`config.mk`:
```
export PLATFORM = sky130hd
export DESIGN_NAME = radix_text_to_integer_unit_flat
export DESIGN_NICKNAME = d
export VERILOG_FILES = /design/src/sv/rtti_pkg.sv /design/src/sv/rtti_in_if.sv /design/src/sv/rtti_out_if.sv /design/src/sv/radix_text_to_integer_unit.sv /design/src/sv/rtti_in_reg.sv /design/src/sv/rtti_accum.sv /design/src/sv/rtti_out_reg.sv /design/src/flat_wrapper.sv
export SDC_FILE = /design/constraint.sdc
export NUM_CORES = 1
export LEC_CHECK = 0
export BUFFER_PORTS_ARGS = -buffer_cell sky130_fd_sc_hd__buf_2
export CAP_MARGIN = 20
export CORE_MARGIN = 3
export CORE_UTILIZATION = 40
export CTS_CLUSTER_DIAMETER = 100
export CTS_CLUSTER_SIZE = 16
export DETAILED_ROUTE_END_ITERATION = 10
export GPL_TIMING_DRIVEN = 0
export PLACE_DENSITY_LB_ADDON = 0.3
export SLEW_MARGIN = 15
export SYNTH_ARGS = -nofsm -noshare
export SYNTH_HDL_FRONTEND = slang
export SYNTH_HIERARCHICAL = 1
export SYNTH_SLANG_ARGS = --single-unit
```
`constraint.sdc`:
```
create_clock -name clk_i -period 8.3 [get_ports clk_i]
set_clock_uncertainty 0.05 [all_clocks]
set_input_delay 1.245 -clock clk_i [delete_from_list [all_inputs] [get_ports clk_i]]
set_output_delay 1.245 -clock clk_i [all_outputs]
set_load 0.005 [all_outputs]
```
`src/sv/rtti_pkg.sv`:
```
// rtti_pkg: shared types, constants and the digit decoder of the
// radix text to integer unit. No dependencies.
package rtti_pkg;

  localparam int unsigned TextW  = 8;
  localparam int unsigned RadixW = 7;
  localparam int unsigned NumW   = 64;
  localparam int unsigned DigitW = 6;
  localparam int unsigned ProdW  = NumW + RadixW;

  localparam logic [RadixW-1:0] RadixReset    = 7'd10;
  localparam logic [RadixW-1:0] RadixMin      = 7'd2;
  localparam logic [RadixW-1:0] RadixMax      = 7'd64;
  localparam logic [RadixW-1:0] RadixAlnumMax = 7'd36;
  localparam logic [RadixW-1:0] RadixNoCase   = 7'd38;

  localparam logic [TextW-1:0] ChDot   = 8'h2e;
  localparam logic [TextW-1:0] ChSlash = 8'h2f;
  localparam logic [TextW-1:0] Ch0     = 8'h30;
  localparam logic [TextW-1:0] Ch9     = 8'h39;
  localparam logic [TextW-1:0] ChUpA   = 8'h41;
  localparam logic [TextW-1:0] ChUpZ   = 8'h5a;
  localparam logic [TextW-1:0] ChLoA   = 8'h61;
  localparam logic [TextW-1:0] ChLoZ   = 8'h7a;
  localparam logic [TextW-1:0] ChNul   = 8'h00;

  typedef enum logic [1:0] {
    FAULT_NONE     = 2'd0,
    FAULT_INVALID  = 2'd1,
    FAULT_OVERFLOW = 2'd2
  } fault_e;

  typedef struct packed {
    logic [TextW-1:0] text_byte;
    logic             final_byte;
  } item_t;

  typedef struct packed {
    logic [NumW-1:0] number;
    logic            invalid;
    logic            overflowed;
  } result_t;

  typedef struct packed {
    logic              ok;
    logic [DigitW-1:0] value;
  } digit_t;

  // decode one character into its digit value for base b
  function automatic digit_t digit_value(logic [TextW-1:0] ch, logic [RadixW-1:0] b);
    logic [RadixW-1:0] v;
    logic              hit;
    logic              wide;
    digit_t            d;
    wide = (b > RadixAlnumMax);
    hit  = 1'b1;
    v    = '0;
    if (ch inside {[Ch0:Ch9]}) begin
      v = RadixW'(ch - Ch0);
    end else if (ch inside {[ChUpA:ChUpZ]}) begin
      v = RadixW'(ch - ChUpA) + 7'd10;
    end else if (ch inside {[ChLoA:ChLoZ]}) begin
      v = (b <= RadixNoCase) ? RadixW'(ch - ChLoA) + 7'd10 : RadixW'(ch - ChLoA) + 7'd36;
    end else if (ch == ChDot || ch == ChSlash) begin
      hit = wide;
      v   = RadixW'(ch - ChDot);
    end else begin
      hit = 1'b0;
    end
    // above base 36 the two symbols come first, so shift everything else up
    if (wide && ch != ChDot && ch != ChSlash) begin
      v = v + 7'd2;
    end
    d.ok    = hit && (v < b);
    d.value = v[DigitW-1:0];
    return d;
  endfunction

endpackage

```
`src/sv/rtti_in_if.sv`:
```
// rtti_in_if: character channel of the radix text to integer unit.
// Depends on rtti_pkg.
interface rtti_in_if import rtti_pkg::*; ();
  logic             valid;
  logic             ready;
  logic [TextW-1:0] text_byte;
  logic             final_byte;

  modport source (output valid, text_byte, final_byte, input ready);
  modport sink (input valid, text_byte, final_byte, output ready);
endinterface

```
`src/sv/rtti_out_if.sv`:
```
// rtti_out_if: result channel of the radix text to integer unit.
// Depends on rtti_pkg.
interface rtti_out_if import rtti_pkg::*; ();
  logic            valid;
  logic            ready;
  logic [NumW-1:0] number;
  logic            invalid;
  logic            overflowed;

  modport source (output valid, number, invalid, overflowed, input ready);
  modport sink (input valid, number, invalid, overflowed, output ready);
endinterface

```
`src/sv/radix_text_to_integer_unit.sv`:
```
// radix_text_to_integer_unit: top level of the radix text to integer unit.
// Depends on rtti_pkg, rtti_in_if, rtti_out_if, rtti_in_reg, rtti_accum
// and rtti_out_reg.
//
// usage
// - text_i carries one character per transaction with a flag on the last one
// - result_o carries one transaction per string: number, invalid, overflowed
// - the base is written through cfg_we_i/cfg_wdata_i while the unit is idle
// - throughput: one character per cycle unless a final one waits for the result
//   slot; the 64 by 7 bit multiply-accumulate between input register and
//   accumulator is the one pass each character takes
// - a final character's result is shown on result_o from the output register
// - a stalled receiver holds the result in the output register; characters
//   that are not final keep flowing, a final one waits in the input register
//   until the result slot frees
// - reset clears the accumulator, the fault state and both valid flags and
//   sets the base to 10
module radix_text_to_integer_unit import rtti_pkg::*; (
  input  logic              clk_i,
  input  logic              rst_ni,
  input  logic              cfg_we_i,
  input  logic [RadixW-1:0] cfg_wdata_i,
  rtti_in_if.sink           text_i,
  rtti_out_if.source        result_o
);

  item_t   in_item, s1_item;
  logic    s1_valid;
  logic    advance;
  logic    load;
  logic    out_free;
  result_t acc_result, out_result;

  assign in_item.text_byte  = text_i.text_byte;
  assign in_item.final_byte = text_i.final_byte;

  rtti_in_reg u_in_reg (
    .clk_i      (clk_i),
    .rst_ni     (rst_ni),
    .in_valid_i (text_i.valid),
    .in_ready_o (text_i.ready),
    .in_item_i  (in_item),
    .advance_i  (advance),
    .valid_o    (s1_valid),
    .item_o     (s1_item)
  );

  rtti_accum u_accum (
    .clk_i       (clk_i),
    .rst_ni      (rst_ni),
    .cfg_we_i    (cfg_we_i),
    .cfg_wdata_i (cfg_wdata_i),
    .valid_i     (s1_valid),
    .item_i      (s1_item),
    .out_free_i  (out_free),
    .advance_o   (advance),
    .load_o      (load),
    .result_o    (acc_result)
  );

  rtti_out_reg u_out_reg (
    .clk_i       (clk_i),
    .rst_ni      (rst_ni),
    .load_i      (load),
    .result_i    (acc_result),
    .free_o      (out_free),
    .out_valid_o (result_o.valid),
    .out_ready_i (result_o.ready),
    .result_o    (out_result)
  );

  assign result_o.number     = out_result.number;
  assign result_o.invalid    = out_result.invalid;
  assign result_o.overflowed = out_result.overflowed;

endmodule

```
`src/sv/rtti_in_reg.sv`:
```
// rtti_in_reg: input register holding one character transaction.
// Depends on rtti_pkg.
module rtti_in_reg import rtti_pkg::*; (
  input  logic  clk_i,
  input  logic  rst_ni,
  input  logic  in_valid_i,
  output logic  in_ready_o,
  input  item_t in_item_i,
  input  logic  advance_i,
  output logic  valid_o,
  output item_t item_o
);

  logic  valid_q, valid_d;
  item_t item_q;
  logic  take;

  assign in_ready_o = !valid_q || advance_i;
  assign take       = in_valid_i && in_ready_o;
  assign valid_d    = take ? 1'b1 : (valid_q && !advance_i);

  always_ff @(posedge clk_i or negedge rst_ni) begin
    if (!rst_ni) begin
      valid_q <= 1'b0;
    end else begin
      valid_q <= valid_d;
    end
  end

  always_ff @(posedge clk_i) begin
    if (take) begin
      item_q <= in_item_i;
    end
  end

  assign valid_o = valid_q;
  assign item_o  = item_q;

endmodule

```
`src/sv/rtti_accum.sv`:
```
// rtti_accum: radix register, digit decode and the multiply-accumulate
// with sticky fault tracking. Depends on rtti_pkg.
module rtti_accum import rtti_pkg::*; (
  input  logic              clk_i,
  input  logic              rst_ni,
  input  logic              cfg_we_i,
  input  logic [RadixW-1:0] cfg_wdata_i,
  input  logic              valid_i,
  input  item_t             item_i,
  input  logic              out_free_i,
  output logic              advance_o,
  output logic              load_o,
  output result_t           result_o
);

  logic [RadixW-1:0] radix_q;
  logic [NumW-1:0]   acc_q, acc_d, acc_new;
  fault_e            fault_q, fault_d, fault_new;
  digit_t            dig;
  logic              base_bad;
  logic [ProdW-1:0]  prod;
  logic [NumW:0]     sum;
  logic              ovf;

  always_ff @(posedge clk_i or negedge rst_ni) begin
    if (!rst_ni) begin
      radix_q <= RadixReset;
    end else if (cfg_we_i) begin
      radix_q <= cfg_wdata_i;
    end
  end

  assign dig      = digit_value(item_i.text_byte, radix_q);
  assign base_bad = (radix_q < RadixMin) || (radix_q > RadixMax);
  assign prod     = {{RadixW{1'b0}}, acc_q} * {{NumW{1'b0}}, radix_q};
  assign sum      = {1'b0, prod[NumW-1:0]} + {{(NumW+1-DigitW){1'b0}}, dig.value};
  assign ovf      = (|prod[ProdW-1:NumW]) || sum[NumW];

  // final transactions wait for a free result slot, others never stall
  assign advance_o = valid_i && (!item_i.final_byte || out_free_i);
  assign load_o    = advance_o && item_i.final_byte;

  always_comb begin
    acc_new   = acc_q;
    fault_new = fault_q;
    case (fault_q)
      FAULT_NONE: begin
        if (base_bad || item_i.text_byte == ChNul || !dig.ok) begin
          fault_new = FAULT_INVALID;
        end else if (ovf) begin
          fault_new = FAULT_OVERFLOW;
        end else begin
          acc_new = sum[NumW-1:0];
        end
      end
      default: begin
        fault_new = fault_q;
      end
    endcase
  end

  always_comb begin
    acc_d   = acc_q;
    fault_d = fault_q;
    if (advance_o) begin
      if (item_i.final_byte) begin
        acc_d   = '0;
        fault_d = FAULT_NONE;
      end else begin
        acc_d   = acc_new;
        fault_d = fault_new;
      end
    end
  end

  assign result_o.number     = (fault_new == FAULT_NONE) ? acc_new : '0;
  assign result_o.invalid    = (fault_new == FAULT_INVALID);
  assign result_o.overflowed = (fault_new == FAULT_OVERFLOW);

  always_ff @(posedge clk_i or negedge rst_ni) begin
    if (!rst_ni) begin
      acc_q   <= '0;
      fault_q <= FAULT_NONE;
    end else begin
      acc_q   <= acc_d;
      fault_q <= fault_d;
    end
  end

  a_clear_after_final: assert property (@(posedge clk_i) disable iff (!rst_ni)
    load_o |=> (acc_q == '0) && (fault_q == FAULT_NONE))
    else $error("state not cleared after final transaction");

  a_fault_sticky: assert property (@(posedge clk_i) disable iff (!rst_ni)
    (fault_q != FAULT_NONE) && !load_o |=> fault_q == $past(fault_q))
    else $error("fault changed within a string");

  a_acc_frozen_on_fault: assert property (@(posedge clk_i) disable iff (!rst_ni)
    (fault_q != FAULT_NONE) && !load_o |=> $stable(acc_q))
    else $error("accumulator moved after a fault");

endmodule

```
`src/sv/rtti_out_reg.sv`:
```
// rtti_out_reg: result register that holds one finished transaction while
// the receiver stalls. Depends on rtti_pkg.
module rtti_out_reg import rtti_pkg::*; (
  input  logic    clk_i,
  input  logic    rst_ni,
  input  logic    load_i,
  input  result_t result_i,
  output logic    free_o,
  output logic    out_valid_o,
  input  logic    out_ready_i,
  output result_t result_o
);

  logic    valid_q, valid_d;
  result_t res_q;

  assign free_o  = !valid_q || out_ready_i;
  assign valid_d = load_i ? 1'b1 : (valid_q && !out_ready_i);

  always_ff @(posedge clk_i or negedge rst_ni) begin
    if (!rst_ni) begin
      valid_q <= 1'b0;
    end else begin
      valid_q <= valid_d;
    end
  end

  always_ff @(posedge clk_i) begin
    if (load_i) begin
      res_q <= result_i;
    end
  end

  assign out_valid_o = valid_q;
  assign result_o    = res_q;

  a_one_fault: assert property (@(posedge clk_i) disable iff (!rst_ni)
    valid_q |-> !(res_q.invalid && res_q.overflowed))
    else $error("both fault flags set");

  a_zero_on_fault: assert property (@(posedge clk_i) disable iff (!rst_ni)
    valid_q && (res_q.invalid || res_q.overflowed) |-> res_q.number == '0)
    else $error("nonzero number with a fault");

  a_no_overwrite: assert property (@(posedge clk_i) disable iff (!rst_ni)
    load_i |-> !valid_q || out_ready_i)
    else $error("result loaded over a pending transaction");

endmodule

```
`src/flat_wrapper.sv`:
```
// flat-port wrapper written by rule: the top's interface ports become plain ports
module radix_text_to_integer_unit_flat import rtti_pkg::*;
  (clk_i, rst_ni, cfg_we_i, cfg_wdata_i, text_i_valid, text_i_text_byte, text_i_final_byte, text_i_ready, result_o_valid, result_o_number, result_o_invalid, result_o_overflowed, result_o_ready);
  rtti_in_if text_i_i ();
  rtti_out_if result_o_i ();
  input  logic clk_i;
  input  logic rst_ni;
  input  logic cfg_we_i;
  input  logic [RadixW-1:0] cfg_wdata_i;
  input wire logic [$bits(text_i_i.valid)-1:0] text_i_valid;
  input wire logic [$bits(text_i_i.text_byte)-1:0] text_i_text_byte;
  input wire logic [$bits(text_i_i.final_byte)-1:0] text_i_final_byte;
  output wire logic [$bits(text_i_i.ready)-1:0] text_i_ready;
  output wire logic [$bits(result_o_i.valid)-1:0] result_o_valid;
  output wire logic [$bits(result_o_i.number)-1:0] result_o_number;
  output wire logic [$bits(result_o_i.invalid)-1:0] result_o_invalid;
  output wire logic [$bits(result_o_i.overflowed)-1:0] result_o_overflowed;
  input wire logic [$bits(result_o_i.ready)-1:0] result_o_ready;
  assign text_i_i.valid = text_i_valid;
  assign text_i_i.text_byte = text_i_text_byte;
  assign text_i_i.final_byte = text_i_final_byte;
  assign text_i_ready = text_i_i.ready;
  assign result_o_valid = result_o_i.valid;
  assign result_o_number = result_o_i.number;
  assign result_o_invalid = result_o_i.invalid;
  assign result_o_overflowed = result_o_i.overflowed;
  assign result_o_i.ready = result_o_ready;
  radix_text_to_integer_unit u_core (.clk_i(clk_i), .rst_ni(rst_ni), .cfg_we_i(cfg_we_i), .cfg_wdata_i(cfg_wdata_i), .text_i(text_i_i), .result_o(result_o_i));
endmodule
```
# Word-level counts from Yosys, hierarchy flattened
# Cells that the tools add are included.
# Widths: inputs -> output; s select.
op_classes:
  add_sub_neg: 9
  n_mul: 1
  magnitude_cmp: 11
  eq_ne: 6
  muxes: 20
  n_reduce_logical: 29
ops:
  columns: ["op", "n"]
  rows:
  - ["$mux 64", 4]
  - ["$mul 64x7->71", 1]
  - ["$add 64x6->65", 1]
  - ["$mux 7", 6]
  - ["$eq 8x6->1 const B", 2]
  - ["$ge 8x7->1 const B", 2]
  - ["$le 8x7->1 const B", 2]
  - ["$ne 8x6->1 const B", 2]
  - ["$add 7x4->7 const B", 2]
  - ["$sub 7x6->7 const B", 2]
  - ["$sub 7x7->7 const B", 2]
  - ["$logic_and 1x1->1", 11]
  - ["$ge 8x6->1 const B", 1]
  - ["$le 8x6->1 const B", 1]
  - ["$logic_not 8->1", 1]
  - ["$logic_or 1x1->1", 8]
  - ["$mux 2", 4]
  - ["$add 7x2->7 const B", 1]
  - ["$add 7x6->7 const B", 1]
  - ["$gt 7x6->1 const B", 1]
  - ["$gt 7x7->1 const B", 1]
  - ["$le 7x6->1 const B", 1]
  - ["$lt 7x2->1 const B", 1]
  - ["$lt 7x7->1", 1]
  - ["other kinds (6)", 17]
totals:
  register_bits: 150
  in_bits: 21
  out_inout_bits: 68
  elab_cells: 86

# Depth between registers and ports, before layout
# Gate-level depths: netlist of run 1.
logic_depth:
  ltp_word: 15
  mapped_depth: 30
  depth_no_buf: 27

# Hierarchy
# Netlist of run 1, hierarchy kept.
by_module_without_submodules:
  columns: ["mod", "instances", "cells_per_inst", "area_per_inst_um2", "seq_area_each_um2"]
  rows:
  - ["rtti_accum", 1, 2549, 21096.5, 1829.3]
  - ["rtti_out_reg", 1, 69, 2029.4, 2006.9]
  - ["rtti_in_reg", 1, 13, 324.1, 295.3]

# Worst setup path before layout of run 1
# Ideal clock, no wire load.
synth_timing:
  path_type: "register -> register"
  start: "register u_core.u_accum.radix_q[3]"
  end: "register u_core.u_out_reg.res_q (netlist bit u_core/u_out_reg/result_o[62]) (data pin)"
  setup_ns: 0.258
  arrival_time_ns: 6.687
  t_required_ns: 7.992
  path_slack_ns: 1.306
  path_stages_with_launch: 25
  n_path_buf: 5
  period_less_slack_ns: 6.994
  path_cell_list: "dfstp_2 -> clkbuf_1 -> clkbuf_1 -> and2_1 -> fa_1 -> fa_1 -> fa_1 -> inv_1 -> fa_1 -> inv_1 -> ha_1 -> a21o_1 -> a31o_4 -> a311oi_4 -> a21oi_2 -> o211a_1 -> a211o_1 -> a311o_1 -> nor4_4 -> nand3_1 -> o41ai_2 -> buf_4 -> buf_6 -> buf_2 -> nor2_1"
synth_between:
  elab_chain_len: 14
  word_cells_on_any_way: 33
  classes_between: "add/sub (2); mul (1); order compare (5); mux (15); reduce/logical (10)"
synth_lines:
  columns: ["item", "line_no", "source"]
  rows:
  - ["from (decl)", "rtti_accum.sv:16", "logic [RadixW-1:0] radix_q;"]
  - ["from (signal assigned)", "rtti_accum.sv:27", "radix_q <= RadixReset;"]
  - ["from (signal assigned)", "rtti_accum.sv:29", "radix_q <= cfg_wdata_i;"]
  - ["branches (longest 14 deep; another with $mul 64x7->71)", null, null]
  - ["to (signal assigned)", "rtti_out_reg.sv:30", "res_q <= result_i;"]
  - ["to (decl)", "rtti_out_reg.sv:15", "result_t res_q;"]
# Several ways; the timed one is not identified.
# A chain may end at the register's enable or synchronous reset.

# Worst setup path after layout of run 1
layout_timing:
  start: "register u_core.u_accum.radix_q[5]"
  end: "register u_core.u_out_reg.res_q (netlist bit u_core/u_out_reg/result_o[49]) (data pin)"
# Same word-level chain as after synthesis.

==> results of run 1 <==
cells in the mapped netlist (7+ instances only):
cell type / n
a21oi_1: 125
nand4_1: 36
xor2_1: 42
and4_1: 24
nor2_1: 166
buf_6: 7
fa_1: 310
nand4b_1: 7
o211ai_1: 9
nor4_1: 17
a21o_1: 37
o2bb2ai_1: 51
buf_2: 32
and2_1: 360
a22o_1: 16
o2111ai_1: 7
o21ai_1: 13
dfrtp_1: 73
edfxtp_1: 75
a211oi_1: 12
o21ai_0: 76
o21a_1: 18
nor3_1: 40
nor2b_1: 13
a31oi_1: 10
or3_1: 11
nand2_1: 245
ha_1: 119
nand3_1: 41
clkbuf_1: 78
nand2b_1: 11
and3_1: 14
xnor2_1: 80
inv_1: 302
metal layers:
metal / track usage (%) / up-vias
met4: 11.5 / 2
met5: 0 / -
met1: 34.1 / 10300
met2: 44.2 / 873
met3: 5.01 / 164
li1: - / 9035
report_power, final:
group          internal [mW]  switching (mW)
Combinational          0.126           0.271
Clock                  0.453           0.371
Sequential             0.816          0.0191
worst max-delay path, stage by stage (launching register included):
cell and delay, ps:
dfrtp_1 410, buf_6 230, clkbuf_2 280, and2_1 200, fa_1 460, fa_1 530
fa_1 550, inv_1 60, fa_1 540, inv_1 40, ha_1 440, nand2_1 220
nor2_1 440, o211ai_1 200, a21oi_2 420, or3_1 200, nand4_1 150, nand4b_1 330
buf_4 230, nor4_4 470, clkbuf_1 490, nor4bb_1 390, xor2_1 120, nor2_1 420
flip-flops by register name, summed over array words and instances, names as in the netlist:
signal and count:
u_core/u_accum/acc_q 64, u_core/u_accum/fault_q 2, u_core/u_accum/radix_q 7, u_core/u_in_reg/item_o 9
u_core/u_in_reg/valid_o 1, u_core/u_out_reg/out_valid_o 1, u_core/u_out_reg/result_o 66
through the flow:
step	setup WS [ps]	hold slack (ps)	TNS, ps	utilization (%)	instances
CTS	45.6	509	0	44.7	3530
detailed placement	-2270	494	-268940	43.1	3487
floorplan	1310	438	0	-	2631
global placement	-2220	479	-263590	43.0	3484
global route	-11.0	526	-11.0	45.2	3532
finish	148	501	0	45.2	3535
worst paths after layout:
kind / endpoint / slack [ps] / depth (start not counted)
max in group asynchronous: u_core/u_accum/acc_q[56] / 6890 / 2
worst min-delay path: u_core/u_out_reg/out_valid_o / 500 / 2
worst max-delay path: u_core/u_out_reg/result_o[49] / 150 / 23
worst min register to register: u_core/u_out_reg/out_valid_o / 500 / 2
min in group asynchronous: u_core/u_accum/acc_q[10] / 650 / 1
worst max register to register: u_core/u_out_reg/result_o[49] / 150 / 23
logic make-up (layout without fill, tap and decap cells):
kind of cell | after synthesis | after routing | synth area share, %
flip-flops | 150 | 150 | 17.6
XOR/XNOR | 122 | 122 | 4.56
adder cells (fa/ha/maj) | 429 | 429 | 32.8
AND/OR/NAND/NOR | 1027 | 1027 | 23.5
other | 0 | 3 | 0
AO/OA/AOI/OAI | 467 | 467 | 13.9
multiplexers | 9 | 9 | 0.400
buffers and inverters | 427 | 563 | 7.26
cell type report:
cell class	instances	area, um2	area share (%)
flip-flops and latches	150	4130	15.8
multi-input cells	2054	17900	68.7
diodes	3	7.51	0.0288
clock buffers	21	483	1.85
plain buffers	122	727	2.78
well taps	765	957	3.67
clock inverters	11	114	0.436
inverters	303	1140	4.36
repair buffers	106	623	2.39
timing repair:
| action | in CTS | in global routing |
|---|---|---|
| pin swaps | 6 | 5 |
| setup buffers | 12 | 3 |
| setup endpoints to repair | 130 | 128 |
| gates cloned | 0 | 0 |
| gates resized for setup | 84 | 96 |
| hold buffers | 0 | 0 |
==> summary.txt, run 1 <==
Route
  • Vias/cell: 5.76
  • DRC: 0
  • Met3 wire length: 5.48 mm
  • WL met2: 38.7 mm
  • Detailed Route Iter0 Violations: 1602
  • Via count: 20400
  • First-pass DRT Iterations: 6
  • WL/cell: 22.6 um
  • Remaining antenna violation count: 0
  • Final wirelength: 79.8 mm
  • Top sig layer: met5
  • Metal-1 WL: 32.6 mm

Placement
  • Area of placed instances: 24900 um2
  • Post-DP HPWL: 64.2 mm
  • Number of I/O port buffers: 88
  • Routability Congestion: 0.964

Worst hold path
  • Hold path start: u_core/u_out_reg/out_valid_o
  • Tightest Hold Check Type: register to register

Synth
  • Post-synthesis cell count: 2631
  • Mean post-synth cell area: 8.91 um2
  • Post-synth EDFFs: 75
  • Syn_nets: 3081
  • Area leader, netlist: fa_1
  • Synth Register Bits: 150
  • Synth top area cells: fa_1 (26%), and2_1 (9.6%), edfxtp_1 (9.6%), dfrtp_1 (7.8%), ha_1 (6.3%)
  • YS warnings: 6
  • Most used flip-flop cell after synthesis: edfxtp_1
  • Mapped Area: 23400 um2
  • Post-synthesis sequential area ratio: 17.6%
  • Fraction of registers with async set/reset: 50.0%
  • Cell variety after synth: 95
  • Yosys top cell area share: 26.5%

Final layout
  • Most common cell after layout, fill and taps aside: and2_1
  • Final Cell Area: 26100 um2
  • Layout cell share with drive strength beyond 1: 11.4%
  • # fillers: 5741
  • Net count, final: 3204
  • Most frequent cells in the layout: and2_1 (360), fa_1 (310), inv_1 (302), nand2_1 (243), nor2_1 (159)
  • Layout area overhead: 11.3%

Global route
  • First-pass GRT wire length: 124 mm
  • Largest net degree at the start of global routing: 51
  • Total Routing Usage GR: 26.7%
  • Vias in the first global route: 21200
  • GR Overflow Total: 0
  • Initial antenna violation count: 4

Clocking
  • H-tree lvl count: 4
  • Sink Count: 150
  • Root Driver: clkbuf_16
  • Max Buffers Root-to-Sink: 2
  • Clock-pin slew on the worst setup and hold paths: 70 ps
  • Clk Latency, worst-skew pair: 490 ps
  • TritonCTS Buffers: 17
  • CTS tree: built

Timing
  • Tmin final: 8150 ps
  • Slew Limit Fails: 0
  • Tcrit/Tclk final: 98.2%
  • Worst-Margin Slew: 974 ps
  • Slew headroom: 35.1%
  • Fmax: 0.123 GHz
  • Final setup viols: 0
  • Final Hold Fails: 0

Power and ir drop
  • Leak pwr: 12.2 nW
  • Peak VDD IR: 0.168 mV
  • Pwr dens: 78.8 nW/um2
  • Overall Power: 2.06 mW

Die
  • Die Ht: 248 um
  • Initial Utilization: 40.6%
  • Chip width: 248 um
  • Core ar.: 57800 um2
  • Row count: 88
  • Die Area: 61600 um2
  • IO Count: 89

Setup path
  • Critical path peak fanout: 10
  • Startpoint Class: register
  • CP Class: register to register
  • Data required, critical path: 8470 ps
  • Worst setup EP type: register
  • Reg2Reg Launch Point: u_core/u_accum/radix_q[5]
  • Worst Path Arrival: 8320 ps
  • Worst Setup SP: u_core/u_accum/radix_q[5]

Outcome
  • Status: finished clean

Flow run
  • Maxcap violations: 0
Note: power is estimated with default switching activity, not from simulation.
==> inputs of run 2 (changes only) <==
Settings changed: BUFFER_PORTS_ARGS -buffer_cell sky130_fd_sc_hd__buf_2 to -buffer_cell sky130_fd_sc_hd__clkbuf_2.
==> run 2 against run 1 <==
  * Clock power is 2.4% higher
  * Critical endpoint is now u_core/u_out_reg/result_o[48]
  * Critical path depth grew 2
  * Via count shrank 0.47%
  * Combinational power barely moved
  * Flip-flop and latch count unchanged
  * Core utilization about the same
  * Maximum frequency fell by 0.12%
  * Largest power group is now the clock network
  * Highest routed layer unchanged
  * First-iteration DRC count is 1.4% lower
==> summary.txt, run 2 (synthesis gave the netlist of run 1 again) <==
Timing
  • Worst-Margin Slew: 962 ps (-11.8 ps)
  • Hold_ws: 496 ps (-4.68 ps)
  • Final setup viols: 0 (unchanged)
  • Tmin final: 8160 ps (+9.78 ps)
  • Tcrit/Tclk final: 98.3% (+0.12 points)
  • Fmax: 0.123 GHz (-0.12%)
  • Final WS setup: 138 ps (-9.78 ps)
  • Slew Limit Fails: 0 (unchanged)
  • Final Hold Fails: 0 (unchanged)
  • Slew headroom: 35.9% (+0.79 points)

Die
  • Core ar.: 57800 um2 (unchanged)
  • Row count: 88 (unchanged)
  • Chip width: 248 um (unchanged)
  • Initial Utilization: 40.6% (unchanged)
  • Die Area: 61600 um2 (unchanged)
  • Die Ht: 248 um (unchanged)
  • IO Count: 89 (unchanged)

Placement
  • Post-DP HPWL: 64.4 mm (+0.32%)
  • Number of I/O port buffers: 88 (unchanged)
  • Routability Congestion: 0.972 (+0.83%)
  • Pre-CTS worst setup slack: -2420 ps (-155 ps)

Clocking
  • Root Driver: clkbuf_16
  • Clock-pin slew on the worst setup and hold paths: 60 ps (about the same)
  • Hold-fix buffers, CTS: 0 (unchanged)
  • H-tree lvl count: 4 (unchanged)
  • CTS tree: built
  • Clk Latency, worst-skew pair: 500 ps (about the same)
  • TritonCTS Buffers: 17 (unchanged)
  • Max Buffers Root-to-Sink: 2 (unchanged)
  • Sink Count: 150 (unchanged)

Global route
  • Largest net degree at the start of global routing: 51 (unchanged)
  • Total Routing Usage GR: 26.7% (+0.032 points)
  • Initial antenna violation count: 2 (-2)
  • Vias in the first global route: 21200 (+0.16%)
  • First-pass GRT wire length: 124 mm (-0.20%)
  • GR Overflow Total: 0 (unchanged)

Final layout
  • Most common cell after layout, fill and taps aside: and2_1
  • Layout area overhead: 11.4% (about the same)
  • # fillers: 5641 (-1.7%)
  • Net count, final: 3206 (+0.062%)
  • Most frequent cells in the layout: and2_1 (360), fa_1 (310), inv_1 (302), nand2_1 (242), nor2_1 (159)
  • Layout cell share with drive strength beyond 1: 11.1% (-0.30 points)
  • Max reg flops: 66 (unchanged)

Setup path
  • Critical path peak fanout: 10 (unchanged)
  • Worst setup EP type: register
  • CP Class: register to register
  • Data required, critical path: 8460 ps (about the same)
  • Worst Path Arrival: 8320 ps (about the same)
  • Startpoint Class: register

Power and ir drop
  • Leak pwr: 12.2 nW (about the same)
  • Peak VDD IR: 0.172 mV (+3.0%)
  • Pwr dens: 79.6 nW/um2 (+1.1%)

Route
  • WL/cell: 22.5 um (-0.57%)
  • Remaining antenna violation count: 0 (unchanged)
  • First-pass DRT Iterations: 9 (+3)
  • Via count: 20300 (-0.47%)
  • Final wirelength: 79.4 mm (-0.51%)
  • DRC: 0 (unchanged)
  • Vias/cell: 5.73 (-0.53%)
  • Metal-1 WL: 31.8 mm (-2.4%)
  • Met3 wire length: 5.86 mm (+7.0%)
  • Top sig layer: met5
  • Detailed Route Iter0 Violations: 1579 (-1.4%)
  • WL met2: 37.8 mm (-2.3%)

Worst hold path
  • Tightest Hold Check Type: register to register

Outcome
  • Status: finished clean

Flow run
  • Maxcap violations: 0 (unchanged)
-- run 2: cell types whose count changed in the layout (fill, tap and decap cells not counted), moves of 3 or more --
cell,delta
buf_2,-85
clkbuf_2,+83
clkbuf_1,+4
clkinv_4,-3
clkinvlp_4,+3
o21ai_2,-3
-- run 2: cell type report --
type                            count  area, um2  area share, %
Buffer                            122        719           2.75
Antenna cell                        3       7.51         0.0287
Clock buffer                       22        465           1.78
Multi-Input combinational cell   2054      17900           68.6
Timing Repair Buffer              108        651           2.49
Clock inverter                     10        144          0.551
Tap cell                          765        957           3.66
Inverter                          303       1140           4.35
Sequential cell                   150       4130           15.8
-- run 2: worst paths after layout --
kind                                           startpoint                             to  slack, ps  cells past startpoint
worst max-delay path            u_core/u_accum/radix_q[3]  u_core/u_out_reg/result_o[48]        140                     25
worst min-delay path            u_core/u_in_reg/item_o[0]       u_core/u_accum/acc_q[54]        500                      1
worst max register to register  u_core/u_accum/radix_q[3]  u_core/u_out_reg/result_o[48]        140                     25
worst min register to register  u_core/u_in_reg/item_o[0]       u_core/u_accum/acc_q[54]        500                      1
max in group asynchronous                          rst_ni       u_core/u_accum/acc_q[56]       6870                      2
min in group asynchronous                          rst_ni       u_core/u_accum/acc_q[10]        670                      1
-- run 2: report_power, final --
part	internal (mW)	switching [mW]
Combinational	0.127	0.273
Sequential	0.817	0.0196
Clock	0.491	0.353
-- run 2: per-layer routing --
| metal | up-vias | GRT usage (%) |
|---|---|---|
| li1 | 9048 | - |
| met1 | 10200 | 34.0 |
| met2 | 831 | 43.9 |
| met3 | 196 | 5.09 |
| met4 | 2 | 12.6 |
| met5 | - | 0 |
-- run 2: timing repair --
action                                 4_1_cts  5_1_grt
resized for setup                           84       90
pin swaps                                    5        8
buffers inserted                            11        6
endpoints found under the hold margin        0        0
setup endpoints to repair                  130      130
-- run 2: stage by stage --
step	cell area (um2)	std cells	utilization [%]	TNS (ps)	total power, mW
final	26100	3537	45.2	0	2.08
after global routing	26100	3534	45.2	-41.1	2.17
after CTS	25900	3529	44.8	0	2.09
after detailed placement	24900	3487	43.1	-285690	1.23
after global placement	24800	3484	43.0	-272890	1.22
after floorplan	23500	2631	-	0	1.06
-- run 2: critical path: stages (launching register included) --
cell and delay, ps:
dfstp_2 540, buf_4 230, buf_2 280, and2_1 200, fa_1 420, fa_1 490, fa_1 560, inv_1 60
fa_1 520, inv_1 40, ha_1 280, buf_2 190, and4_1 280, and2_1 220, a221oi_1 560, o21ai_1 240
nor4b_2 410, o31ai_1 190, xor2_1 300, and3_1 270, nand4_1 170, o41ai_4 610, buf_6 190, buf_6 220
buf_4 230, nor2_1 100
